==> config.mk <==
export PLATFORM = sky130hd
export DESIGN_NAME = mblos_ctrl
export DESIGN_NICKNAME = d
export VERILOG_FILES = /design/src/hdl/mblos_pkg.sv /design/src/hdl/mblos_ctrl.sv
export SDC_FILE = /design/constraint.sdc
export NUM_CORES = 1
export LEC_CHECK = 0
export ABC_AREA = 1
export BUFFER_PORTS_ARGS = -buffer_cell sky130_fd_sc_hd__buf_2
export CORE_UTILIZATION = 54
export DETAILED_ROUTE_END_ITERATION = 12
export HOLD_SLACK_MARGIN = 0.05
export PLACE_DENSITY = 0.85
export SETUP_SLACK_MARGIN = 0.1
export SKIP_LAST_GASP = 1
export SYNTH_ARGS = -nofsm -noshare
export SYNTH_HDL_FRONTEND = slang
export SYNTH_SLANG_ARGS = --single-unit
==> constraint.sdc <==
create_clock -name i_clk -period 2.8 [get_ports i_clk]
set_input_delay 0.56 -clock i_clk [delete_from_list [all_inputs] [get_ports i_clk]]
set_output_delay 0.56 -clock i_clk [all_outputs]
set_load 0.005 [all_outputs]
==> src/hdl/mblos_pkg.sv <==
// Shared widths, command/status types and constant tables for the line-of-sight core.
package mblos_pkg;

    localparam int COORD_W      = 32;             // coordinate width
    localparam int DIFF_W       = COORD_W + 1;    // point minus centre
    localparam int RAD_W        = 31;             // radius width
    localparam int FRAC         = 29;             // Q1.29 / Q3.29 fraction bits
    localparam int MAG_W        = FRAC + 1;       // scaled magnitude, below 2^30
    localparam int ROOT_W       = 31;             // integer square root width
    localparam int SQ_W         = 2 * ROOT_W;     // radicand width
    localparam int Q_W          = FRAC + 1;       // quotient width, at most 2^29
    localparam int U_W          = FRAC + 2;       // signed Q1.29 value
    localparam int PROD_W       = 2 * U_W;        // product width
    localparam int ACC_W        = 64;             // accumulator width
    localparam int CORD_W       = 34;             // CORDIC x / y width
    localparam int ANG_W        = 34;             // angle width, Q3.29 plus headroom
    localparam int CORDIC_STEPS = 30;
    localparam int STEP_W       = 5;

    localparam logic [SQ_W-1:0]         ONE_SQ  = SQ_W'(1) << (2 * FRAC);
    localparam logic signed [U_W-1:0]   ONE_Q   = U_W'(1) << FRAC;
    localparam logic signed [ACC_W-1:0] ACC_ONE = ACC_W'(1) << FRAC;
    localparam logic signed [ANG_W-1:0] HALF_PI = 34'sd843314857;

    // multiplier operand select
    localparam logic [1:0] MUL_SQ   = 2'd0;
    localparam logic [1:0] MUL_DOT  = 2'd1;
    localparam logic [1:0] MUL_ACOS = 2'd2;

    typedef struct packed {
        logic              cap;
        logic              load_vec;
        logic              sel_t;
        logic              mul_en;
        logic [1:0]        mul_op;
        logic [1:0]        idx;
        logic              acc_clr;
        logic              acc_add;
        logic              sq_start;
        logic              sq_acos;
        logic              n_latch;
        logic              div_start;
        logic              div_store;
        logic              clamp;
        logic              cor_init;
        logic              cor_step;
        logic [STEP_W-1:0] step;
        logic              zacc;
        logic              cmp;
        logic              blk;
        logic              commit;
        logic              emit;
    } t_cmd;

    typedef struct packed {
        logic blk;
        logic sq_done;
        logic div_done;
        logic last;
        logic oval;
    } t_stat;

    // atan(2^-i) in Q3.29, rounded
    function automatic logic signed [ANG_W-1:0] atan_q(input logic [STEP_W-1:0] i);
        logic signed [ANG_W-1:0] v;
        case (i)
            5'd0:    v = 34'sd421657428;
            5'd1:    v = 34'sd248918915;
            5'd2:    v = 34'sd131521918;
            5'd3:    v = 34'sd66762579;
            5'd4:    v = 34'sd33510843;
            5'd5:    v = 34'sd16771758;
            5'd6:    v = 34'sd8387925;
            5'd7:    v = 34'sd4194219;
            5'd8:    v = 34'sd2097141;
            5'd9:    v = 34'sd1048575;
            default: v = $signed({{(ANG_W-1){1'b0}}, 1'b1} << (5'(FRAC) - i));
        endcase
        return v;
    endfunction

endpackage

==> src/hdl/mblos_ctrl.sv <==
// Sequencer that steps the datapath through one body test per item.
module mblos_ctrl (
    input  logic                i_clk,
    input  logic                i_rst_n,
    input  logic                i_valid,
    input  logic                i_ready,
    input  mblos_pkg::t_stat    i_stat,
    output logic                o_ready,
    output mblos_pkg::t_cmd     o_cmd
);
    localparam logic [4:0] S_IDLE = 5'd0;
    localparam logic [4:0] S_VEC  = 5'd1;
    localparam logic [4:0] S_SQ   = 5'd2;
    localparam logic [4:0] S_SQS  = 5'd3;
    localparam logic [4:0] S_SQW  = 5'd4;
    localparam logic [4:0] S_CHK  = 5'd5;
    localparam logic [4:0] S_DVS  = 5'd6;
    localparam logic [4:0] S_DVW  = 5'd7;
    localparam logic [4:0] S_DOT  = 5'd8;
    localparam logic [4:0] S_CLP  = 5'd9;
    localparam logic [4:0] S_AMUL = 5'd10;
    localparam logic [4:0] S_ASQS = 5'd11;
    localparam logic [4:0] S_ASQW = 5'd12;
    localparam logic [4:0] S_COR  = 5'd13;
    localparam logic [4:0] S_AEND = 5'd14;
    localparam logic [4:0] S_DONE = 5'd15;

    logic [4:0]                     r_state, n_state;
    logic [mblos_pkg::STEP_W-1:0]   r_cnt, n_cnt;
    logic [1:0]                     r_k, n_k;
    logic                           r_sel, n_sel;

    always_ff @(posedge i_clk) begin
        if (!i_rst_n) begin
            r_state <= S_IDLE;
            r_cnt   <= '0;
            r_k     <= '0;
            r_sel   <= 1'b0;
        end else begin
            r_state <= n_state;
            r_cnt   <= n_cnt;
            r_k     <= n_k;
            r_sel   <= n_sel;
        end
    end

    always_comb begin
        n_state = r_state;
        n_cnt   = r_cnt;
        n_k     = r_k;
        n_sel   = r_sel;
        o_cmd   = '0;
        o_cmd.sel_t = r_sel;
        o_cmd.idx   = r_cnt[1:0];
        o_cmd.step  = r_cnt;
        unique case (r_state) inside
            S_IDLE: begin
                if (i_valid) begin
                    o_cmd.cap = 1'b1;
                    n_sel     = 1'b0;
                    n_state   = S_VEC;
                end
            end
            S_VEC: begin
                o_cmd.load_vec = 1'b1;
                o_cmd.acc_clr  = 1'b1;
                n_cnt          = '0;
                n_state        = S_SQ;
            end
            S_SQ, S_DOT: begin
                o_cmd.mul_op  = (r_state == S_SQ) ? mblos_pkg::MUL_SQ : mblos_pkg::MUL_DOT;
                o_cmd.mul_en  = (r_cnt != 5'd3);
                o_cmd.acc_add = (r_cnt != 5'd0);
                if (r_cnt == 5'd3) begin
                    n_cnt   = '0;
                    n_state = (r_state == S_SQ) ? S_SQS : S_CLP;
                end else begin
                    n_cnt = r_cnt + 1'b1;
                end
            end
            S_SQS: begin
                o_cmd.sq_start = 1'b1;
                n_state        = S_SQW;
            end
            S_SQW: begin
                if (i_stat.sq_done) begin
                    o_cmd.n_latch = 1'b1;
                    n_state       = S_CHK;
                end
            end
            S_CHK: begin
                n_cnt = '0;
                if (i_stat.blk) begin
                    o_cmd.blk = 1'b1;
                    n_state   = S_DONE;
                end else begin
                    n_state = S_DVS;
                end
            end
            S_DVS: begin
                o_cmd.div_start = 1'b1;
                n_state         = S_DVW;
            end
            S_DVW: begin
                if (i_stat.div_done) begin
                    o_cmd.div_store = 1'b1;
                    if (r_cnt == 5'd3) begin
                        n_cnt = '0;
                        if (!r_sel) begin
                            n_sel   = 1'b1;
                            n_state = S_VEC;
                        end else begin
                            o_cmd.acc_clr = 1'b1;
                            n_state       = S_DOT;
                        end
                    end else begin
                        n_cnt   = r_cnt + 1'b1;
                        n_state = S_DVS;
                    end
                end
            end
            S_CLP: begin
                o_cmd.clamp = 1'b1;
                n_k         = '0;
                n_state     = S_AMUL;
            end
            S_AMUL: begin
                o_cmd.idx    = r_k;
                o_cmd.mul_op = mblos_pkg::MUL_ACOS;
                o_cmd.mul_en = 1'b1;
                n_state      = S_ASQS;
            end
            S_ASQS: begin
                o_cmd.sq_start = 1'b1;
                o_cmd.sq_acos  = 1'b1;
                n_state        = S_ASQW;
            end
            S_ASQW: begin
                if (i_stat.sq_done) begin
                    o_cmd.idx      = r_k;
                    o_cmd.cor_init = 1'b1;
                    n_cnt          = '0;
                    n_state        = S_COR;
                end
            end
            S_COR: begin
                o_cmd.cor_step = 1'b1;
                if (r_cnt == mblos_pkg::STEP_W'(mblos_pkg::CORDIC_STEPS - 1)) begin
                    n_cnt   = '0;
                    n_state = S_AEND;
                end else begin
                    n_cnt = r_cnt + 1'b1;
                end
            end
            S_AEND: begin
                if (r_k != 2'd2) begin
                    o_cmd.zacc = 1'b1;
                    n_k        = r_k + 1'b1;
                    n_state    = S_AMUL;
                end else begin
                    o_cmd.cmp = 1'b1;
                    n_state   = S_DONE;
                end
            end
            S_DONE: begin
                if (!i_stat.last) begin
                    o_cmd.commit = 1'b1;
                    n_state      = S_IDLE;
                end else if (!i_stat.oval || i_ready) begin
                    o_cmd.emit = 1'b1;
                    n_state    = S_IDLE;
                end
            end
            default: begin
                n_state = S_IDLE;
            end
        endcase
    end

    assign o_ready = (r_state == S_IDLE);
endmodule

==> summary.md, run 1 <==
| Metric | Value |
|---|---|
| Status | `complete, no violations` |
| Slew Limit Fails | `0` |
| ANT nets after route | `0` |
| Die area | `about 0.0023 sq mm` |
| Largest net degree at the start of global routing | `11` |
| Dpl cells | `272` |
| # Max-Cap Violations | `0` |
| Die width | `48.0 um` |
| Via Count | `1441` |
| Count leader, synth | `nor2_1` |
| Drt first pass iters | `5` |
| Combinational power share | `62.6%` |
| Critical-path cell with the highest stage delay | `dfxtp_1` |
| First-pass GRT wire length | `4.67 mm` |
| Total CTS buffers | `3` |
| Crit Path Max Fanout | `8` |
| Post-route insts no fill | `276` |
| Antenna cells | `0` |
| I/O Pins | `38` |
| Yosys warning total | `0` |
| Reg-to-reg setup timing slack | `1.09 ns` |
| Post-synthesis async set-or-reset flop share | `0%` |
| RR Endpoint | `r_state[3]` |
| Setup TNS Final | `0 ns` |
| Vias in the first global route | `about 1100` |
| Net switching power | `0.589 mW` |
| Seq cells post-synth | `12` |
| Minimum clock period | `2.34 ns` |
| Multi-input gate area | `762 sq um` |
| Arr. time, crit path | `1.78 ns` |
| VDD IR max | `around 0.5 mV` |
| Int Power | `0.539 mW` |
| FF+latch area | `240 sq um` |
| Setup CP Type | `flip-flop to primary output` |
| Cts hold-fix bufs | `0` |
| Cell area after synthesis | `roughly 0.0011 sq mm` |
| Clock buffer depth | `2` |
| CTS sink count | `12` |
| Initial antenna violation count | `0` |
| Final Hold Fails | `0` |
| Clk_lat worst skew | `0.28 ns` |
| Initial DRC count | `73` |
| FP Rows | `16` |
| Synth Flop Type | `dfxtp_1` |
| Worst R2R Path Depth | `9` |
| Post-synth EDFFs | `0` |
| CP Depth | `5` |
| Post-CTS Resized | `0` |
| # port buffers | `37` |
| Hpwl dp | `2.53 mm` |
| Final #Nets | `263` |
| Synth area leaders | `dfxtp_1 (21%), nor2_1 (17%), nand2_1 (16%), inv_1 (9.2%), nand3_1 (7.9%)` |
| Post-Route WL | `3.17 mm` |
| Slew headroom | `between 70 and 80%` |
| Crit path capture type | `primary output` |
| CP delay by family, top | `flip-flops` |
| Mapped Cells | `approximately 210` |
| Fmax | `0.428 GHz` |
| Crit path buf inv count | `1` |
| CTS clk-pin slew, worst paths | `around 0.08 ns` |
| Setup Buffers After CTS | `0` |
| Synth area leader | `dfxtp_1` |
| Worst setup path start | `r_cnt[0]` |
| Initial Utilization | `57.6%` |
| Worst r2r src | `r_cnt[0]` |
| Crit path largest cell delay | `0.48 ns` |
| Sequential share of the synthesized area | `21.1%` |
| RSZ-0062 raised after global routing | `false` |
| Required time of the worst setup path | `2.24 ns` |
| Hold Startpoint | `r_cnt[4]` |
| Sw frac | `between 50 and 60%` |
| Gr ovfl total | `0` |
| End of the critical path | `o_cmd[19]` |
| Routability congestion estimate | `around 0.98` |
| Setup Viol. Count Final | `0` |
| Synth unique cells | `21` |
| Clock Power Share | `13.0%` |
| Top cells by count, synth | `nor2_1 (52), nand2_1 (49), inv_1 (28)` |
| CTS tree | `built` |
| DR DRC count | `0` |
| Period utilisation layout | `83.4%` |
| Leakage power | `0.786 nW` |
| Vias/cell | `between 5 and 6` |
| All-Layer GR Usage | `28.8%` |
| Fraction of layout cells with a size suffix above 1 | `20.9%` |
| Post-synth top area share | `21.1%` |
| H-tree depth | `1` |
| Avg WL per Cell | `between 10 and 15 um` |
| Hold WC Path Type | `flip-flop to flip-flop` |
| Area grow syn2layout | `20.4%` |
| Placeable Area | `approximately 0.0020 sq mm` |
| Die H | `48.0 um` |
| Worst path cell trace | `ha_1 > nand2_1 > nor2_1 > a31o_2 > buf_2` |
| Part of the power in registers | `about a quarter` |
| Synth Area per Inst | `5.38 sq um` |
| Worst-margin pin slew | `0.387 ns` |
| Clk_skew | `0.00189 ns` |
| Power density over cell area | `821 mW/mm^2` |
| Root buf cell | `clkbuf_4` |
| Worst setup SP type | `flip-flop` |
| Fillers | `224` |
| Mapped Nets | `225` |
==> state kept, by name, summed over array words and instances (netlist names) <==
name / flops
r_state: 4
r_k: 2
r_sel: 1
r_cnt: 5
==> worst min path at each step <==
stage               endpoint  cells past startpoint
floorplan           r_cnt[4]                      2
global placement    r_cnt[4]                      2
detailed placement  r_cnt[4]                      2
CTS                 r_cnt[4]                      2
global route        r_cnt[4]                      2
finish              r_cnt[4]                      2
==> routing by layer <==
layer  share of wire (%)  routed length, um  GRT usage (%)
met4                 1.7                 55           8.33
met1                  44               1390           43.2
met3                  12                381           4.15
met2                  43               1350           42.2
met5                   0                  0              0
==> cell usage in the layout, fill, tap and decap left out, drive strengths merged <==
| master | synthesis | routed |
|---|---|---|
| nor2 | 56 | 56 |
| nor3 | 4 | 4 |
| ha | 4 | 4 |
| nand3 | 18 | 18 |
| dfxtp | 12 | 12 |
| mux2 | 1 | 1 |
| nand4 | 5 | 5 |
| inv | 31 | 31 |
| o21ai | 16 | 16 |
| a32oi | 1 | 1 |
| o21bai | 1 | 1 |
| clkbuf | 0 | 4 |
| buf | 4 | 37 |
| a31o | 1 | 1 |
| a21oi | 8 | 8 |
| nand2 | 50 | 50 |
==> power groups by stage <==
stage / logic [mW] / clock network, mW / registers (mW)
after floorplan: 0.515 / 0 / 0.254
after global placement: 0.696 / 0 / 0.276
after detailed placement: 0.689 / 0 / 0.278
after CTS: 0.693 / 0.146 / 0.273
after global routing: 0.796 / 0.153 / 0.285
final: 0.706 / 0.146 / 0.276
==> cells by family after synthesis <==
group | synth area share, %
buffers and inverters | 12.2
DFF | 21.1
AOI/OAI and AO/OA | 13.0
muxes | 0.987
adders and majority gates | 4.39
and+or+nand+nor | 48.4
==> layout make-up <==
type	count	share of cell area, %
repair buffers	37	13.5
flip-flops and latches	12	17.5
inverters	31	8.47
multi-input cells	165	55.5
well taps	27	2.46
clock buffers	4	2.64
==> stage by stage <==
stage               util, %  hold slack, ns  setup slack (ns)  instance area (sq um)  power, mW
floorplan                 -           0.498             0.988                   1140      0.769
global placement       67.5           0.510             0.788                   1340      0.972
detailed placement     67.5           0.516             0.753                   1340      0.967
CTS                    69.3           0.529             0.480                   1370       1.11
global route           69.3           0.545             0.314                   1370       1.23
finish                 69.3           0.531             0.464                   1370       1.13
==> worst reg2reg max path, stage by stage, from the launching register on <==
cell and delay [ns]:
dfxtp_1 0.48, ha_1 0.31, nand2_1 0.08, nor2_1 0.32, nand3_1 0.14, nand2_1 0.08
nor2_1 0.04, nand3_1 0.08, nand2_1 0.05, nor2_1 0.07
No activity file was read; power rests on OpenSTA's default activity.
==> run 2: changes to the inputs <==
- CORE_UTILIZATION: 54 -> 50
- PLACE_DENSITY: 0.85 -> 0.79
- clock period: 2.8 -> 2.25 ns (I/O delays scaled with it)
==> run 2 against run 1 <==
Effect of this change:
- sequential share of layout area down 0.099 points
- clock power increased by 30%
- final cell count grew 1.1%
- core utilization fell by 0.57 points
- setup slack got worse by 0.28 ns
- highest routed layer unchanged
- critical path type unchanged
==> summary.md, run 2 (synthesis results as in run 1) <==
| Metric | Value |
|---|---|
| Commonest non-fill, non-tap cells in the layout | `nor2_1 (50), nand2_1 (48), buf_2 (37)` |
| Worst-margin pin slew | `0.388 ns` |
| Crit Path Max Fanout | `8` |
| Cells on Worst Hold Path | `3` |
| Post-route insts no fill | `279` |
| CTS tree | `built` |
| VDD IR max | `0.790 mV` |
| FP Rows | `16` |
| Area grow syn2layout | `24.2%` |
| Avg WL per Cell | `12.0 um` |
| RR Endpoint | `r_state[0]` |
| Setup CP Type | `flip-flop to primary output` |
| Leakage power | `0.803 nW` |
| Clk_skew | `0.00807 ns` |
| Antenna cells | `0` |
| Final #Nets | `266` |
| Final worst slack | `0.180 ns` |
| Post-Route WL | `between 3 and 4 mm` |
| Clk_lat worst skew | `0.29 ns` |
| CTS clk-pin slew, worst paths | `0.09 ns` |
| Reg-to-reg setup timing slack | `0.62 ns` |
| First-pass GRT wire length | `5.56 mm` |
| H-tree depth | `1` |
| Die H | `49.8 um` |
| WHS Endpoint | `r_cnt[2]` |
| Fraction of layout cells with a size suffix above 1 | `around a quarter` |
| Hpwl dp | `2.62 mm` |
| All-Layer GR Usage | `29.5%` |
| # port buffers | `37` |
| Die area | `0.00248 sq mm` |
| Power density over cell area | `1030 mW/mm^2` |
| Worst r2r src | `r_state[1]` |
| Via Count | `1475` |
| Arr. time, crit path | `1.62 ns` |
| Clock buffer depth | `2` |
| Initial antenna violation count | `0` |
| Initial Utilization | `a little under three fifths` |
| I/O Pins | `38` |
| Initial DRC count | `87` |
| Worst R2R Path Depth | `9` |
| Post-Place Worst Slack | `0.393 ns` |
| Final instance area | `0.00142 sq mm` |
| Gr ovfl total | `0` |
| Dpl cells | `275` |
| Placeable Area | `0.00206 sq mm` |
| Vias/cell | `5.29` |
| Hold Startpoint | `i_rst_n` |
| Area after DPL | `0.00136 sq mm` |
| CTS sink count | `12` |
| Setup Viol. Count Final | `0` |
| Slew Limit Fails | `0` |
| ANT nets after route | `0` |
| Setup TNS Final | `0 ns` |
| Final Hold Fails | `0` |
| Period utilisation layout | `92.0%` |
| Worst setup SP type | `flip-flop` |
| Die width | `49.8 um` |
| Vias in the first global route | `1261` |
| Top Registers | `r_cnt: 5 flops, r_state: 4 flops, r_k: 2 flops` |
| Crit path capture type | `primary output` |
| Status | `complete, no violations` |
| RSZ-0062 raised after global routing | `true` |
| DR DRC count | `0` |
| Required time of the worst setup path | `1.80 ns` |
| Most flops, register | `r_cnt` |
| # Max-Cap Violations | `0` |
| Minimum clock period | `2.07 ns` |
| Root buf cell | `clkbuf_4` |
| Drt first pass iters | `5` |
| Fmax | `0.483 GHz` |
| Slew headroom | `74.1%` |
| Commonest non-fill, non-tap cell in the layout | `nor2_1` |
| Largest net degree at the start of global routing | `11` |
| Hold WC Path Type | `input pin to flip-flop` |
| Max reg flops | `5` |
| Routability congestion estimate | `0.956` |
| Total CTS buffers | `3` |
| Cts hold-fix bufs | `0` |
==> run 2: worst max path at each step <==
stage / from / endpoint / cells after the start
finish: r_state[3] / o_cmd[21] / 7
global route: r_state[3] / o_cmd[21] / 7
CTS: r_state[2] / o_cmd[21] / 6
detailed placement: r_state[3] / o_cmd[21] / 7
global placement: r_state[3] / o_cmd[21] / 7
floorplan: r_state[3] / o_cmd[21] / 7
==> run 2: report_power, final <==
group          switching (mW)  internal, mW  leakage, nW
Sequential             0.0814         0.271       0.0996
Clock                  0.0908        0.0988       0.0210
Combinational           0.586         0.334        0.682
Total                   0.759         0.704        0.803
==> run 2: what timing repair did <==
| action | in CTS | in global routing |
|---|---|---|
| pin swaps | 0 | 0 |
| gates resized for setup | 1 | 8 |
| endpoints found under the setup margin | 1 | 3 |
| setup buffers | 0 | 0 |
==> run 2: layout make-up <==
type	instances	area [sq um]
multi-input cells	165	777
clock buffers	4	36.3
fillers	202	644
inverters	31	116
flip-flops and latches	12	246
well taps	27	33.8
repair buffers	40	208
==> run 2: routing by layer <==
layer / up-vias / track usage [%] / share of wire [%]
met1: 632 / 40.5 / 46
met2: 84 / 45.5 / 42
li1: 752 / - / -
met4: 0 / 11.4 / 1.8
met3: 7 / 4.94 / 10
met5: - / 0 / 0
==> run 2: metrics by stage <==
step           utilization (%)  total power, mW  hold slack (ns)
2_1_floorplan                -            0.957            0.498
3_3_place_gp              66.0             1.25            0.518
3_5_place_dp              66.0             1.24            0.523
4_1_cts                   67.8             1.43            0.455
5_1_grt                   68.8             1.61            0.491
6_report                  68.8             1.46            0.459
==> run 2: critical path: stages (launching register included) <==
cell,delay (ns)
dfxtp_4,0.38
nand2_2,0.11
inv_2,0.07
nand2_1,0.10
nor2_1,0.07
nor2_2,0.13
mux2_2,0.34
buf_2,0.12
==> run 3: changes to the inputs <==
--- a/config.mk
+++ b/config.mk
@@ -9,4 +9,5 @@
 export BUFFER_PORTS_ARGS = -buffer_cell sky130_fd_sc_hd__buf_2
 export CORE_UTILIZATION = 50
+export CTS_BUF_LIST = sky130_fd_sc_hd__clkbuf_16
 export DETAILED_ROUTE_END_ITERATION = 12
 export HOLD_SLACK_MARGIN = 0.05
==> constraint.sdc (replaced) <==
create_clock -name i_clk -period 2.25 [get_ports i_clk]
set_input_delay 0.45 -clock i_clk [delete_from_list [all_inputs] [get_ports i_clk]]
set_output_delay 0.45 -clock i_clk [all_outputs]
set_load 0.01 [all_outputs]
==> run 3 against run 2 <==
Effect of this change:
- sequential share of layout area is 0.69 points lower
- count of clock-buffer cells in the layout is 1 lower
- fmax is 0.69% lower
- core utilization is 1.8 points higher
- largest cell class unchanged
- critical endpoint unchanged
- clock power is 79% higher
==> summary.md, run 3 (synthesis results as in run 1) <==
| Metric | Value |
|---|---|
| Initial antenna violation count | `0` |
| RR Endpoint | `r_state[2]` |
| Antenna cells | `0` |
| CP Depth | `7` |
| Hpwl dp | `2.68 mm` |
| CTS tree | `built` |
| Post-Route WL | `3.48 mm` |
| Final #Nets | `266` |
| Arr. time, crit path | `1.63 ns` |
| Initial Utilization | `55.3%` |
| All-Layer GR Usage | `30.4%` |
| Die width | `49.8 um` |
| Commonest non-fill, non-tap cell in the layout | `nor2_1` |
| # port buffers | `37` |
| Cts hold-fix bufs | `0` |
| Reg-to-reg setup timing slack | `0.61 ns` |
| DR DRC count | `0` |
| Crit path buf inv count | `3` |
| Worst setup path start | `r_state[1]` |
| Worst r2r src | `r_state[0]` |
| Drt first pass iters | `4` |
| Wl on met1 | `1.52 mm` |
| Final Hold Fails | `0` |
| Fmax | `0.480 GHz` |
| Vias/cell | `5.31` |
| Area grow syn2layout | `27.4%` |
| CTS clk-pin slew, worst paths | `around 0.05 ns` |
| Setup Buffers After CTS | `0` |
| Post-Place Worst Slack | `roughly 0.38 ns` |
| CTS sink count | `12` |
| Largest net degree at the start of global routing | `11` |
| VDD IR max | `0.734 mV` |
| Top Registers | `r_cnt: 5 flops, r_state: 4 flops, r_k: 2 flops` |
| Crit Path Max Fanout | `5` |
| Initial DRC count | `between 60 and 70` |
| Placeable Area | `0.00206 sq mm` |
| Setup CP Type | `flip-flop to primary output` |
| Most flops, register | `r_cnt` |
| Worst path cell trace | `inv_2 > nor2_4 > inv_1 > nor2_1 > nor2_2 > mux2_2 > buf_2` |
| Worst-margin pin slew | `about 0.41 ns` |
| Status | `complete, no violations` |
| Die area | `~0.0025 sq mm` |
| Leakage power | `0.819 nW` |
| Worst setup SP type | `flip-flop` |
| Clk_skew | `0.00184 ns` |
| Clk_lat worst skew | `roughly 0.24 ns` |
| Commonest non-fill, non-tap cells in the layout | `nor2_1 (50), nand2_1 (49), buf_2 (37)` |
| ANT nets after route | `0` |
| Crit path largest cell delay | `~0.41 ns` |
| Top layer in use | `met4` |
| Fraction of layout cells with a size suffix above 1 | `between 20% and 30%` |
| CP delay by family, top | `simple AND/OR/NAND/NOR gates` |
| First-pass GRT wire length | `approximately 5.7 mm` |
| Setup TNS Final | `0 ns` |
| Crit path capture type | `primary output` |
| Critical-path cell with the highest stage delay | `dfxtp_1` |
| Routability congestion estimate | `between 0.9 and 1` |
| Final worst slack | `0.165 ns` |
| # Max-Cap Violations | `0` |
| Period utilisation layout | `between 90% and 100%` |
| Wire length on met3 | `345 um` |
| Slew Limit Fails | `0` |
| Vias in the first global route | `1297` |
| Worst R2R Path Depth | `9` |
| Required time of the worst setup path | `1.80 ns` |
| Hold WC Path Type | `input pin to flip-flop` |
| FP Rows | `16` |
| Die H | `49.8 um` |
| Minimum clock period | `about 2.1 ns` |
| Worst hold slack | `0.519 ns` |
| Total CTS buffers | `3` |
| Gr ovfl total | `0` |
| Via Count | `between 1000 and 1500` |
| H-tree depth | `1` |
| End of the critical path | `o_cmd[21]` |
| Avg WL per Cell | `about 12 um` |
| Power density over cell area | `1140 mW/mm^2` |
| Slew headroom | `72.8%` |
| Fillers | `200` |
| Clock buffer depth | `2` |
| Setup Viol. Count Final | `0` |
| Max reg flops | `5` |
| I/O Pins | `38` |
| Root buf cell | `clkbuf_16` |
| RSZ-0062 raised after global routing | `true` |
| DR WL met2 | `1.58 mm` |
-- run 3: changes by cell type in the layout (fill, tap and decap cells not counted), sizes merged --
cell,change
clkbuf,-1
clkinv,+1
-- run 3: worst min-delay path by stage --
stage                  start         end  cells past startpoint
floorplan             r_k[1]      r_k[1]                      2
global placement    r_cnt[4]    r_cnt[4]                      2
detailed placement  r_cnt[4]    r_cnt[4]                      2
CTS                  i_rst_n  r_state[0]                      3
global route         i_rst_n  r_state[0]                      3
finish               i_rst_n  r_state[2]                      3
-- run 3: per-stage QoR --
stage,cells,utilization (%),power [mW],instance area [sq um]
after floorplan,212,-,0.995,1140
after global placement,275,66.0,1.29,1360
after detailed placement,275,66.0,1.28,1360
after CTS,279,69.8,1.62,1440
after global routing,279,70.5,1.80,1450
final,279,70.5,1.65,1450
-- run 3: repair_timing --
| action | CTS | global route |
|---|---|---|
| endpoints found under the hold margin | 0 | 0 |
| setup endpoints to repair | 0 | 3 |
| resized for setup | 0 | 6 |
-- run 3: metal layers --
layer	GRT usage, %	vias to the layer above
met4	7.62	0
met2	48.9	86
met5	0	-
met1	41.1	638
li1	-	754
met3	6.17	4
-- run 3: tightest hold or removal path, delay by kind of cell --
kind / cells / cell delay (ns)
AND/OR/NAND/NOR: 2 / 0.12
buffers and inverters: 1 / 0.16
-- run 3: layout make-up --
cell class | count | area (sq um) | area share [%]
clock buffers | 3 | 75.1 | 5.16
clock inverters | 1 | 3.75 | 0.258
flip-flops and latches | 12 | 243 | 16.7
inverters | 31 | 116 | 8.00
multi-input cells | 165 | 774 | 53.3
repair buffers | 40 | 208 | 14.3
well taps | 27 | 33.8 | 2.32
-- run 3: power by group --
part	switching (mW)	internal, mW
clock	0.106	0.235
combinational	0.631	0.334
sequential	0.0802	0.268
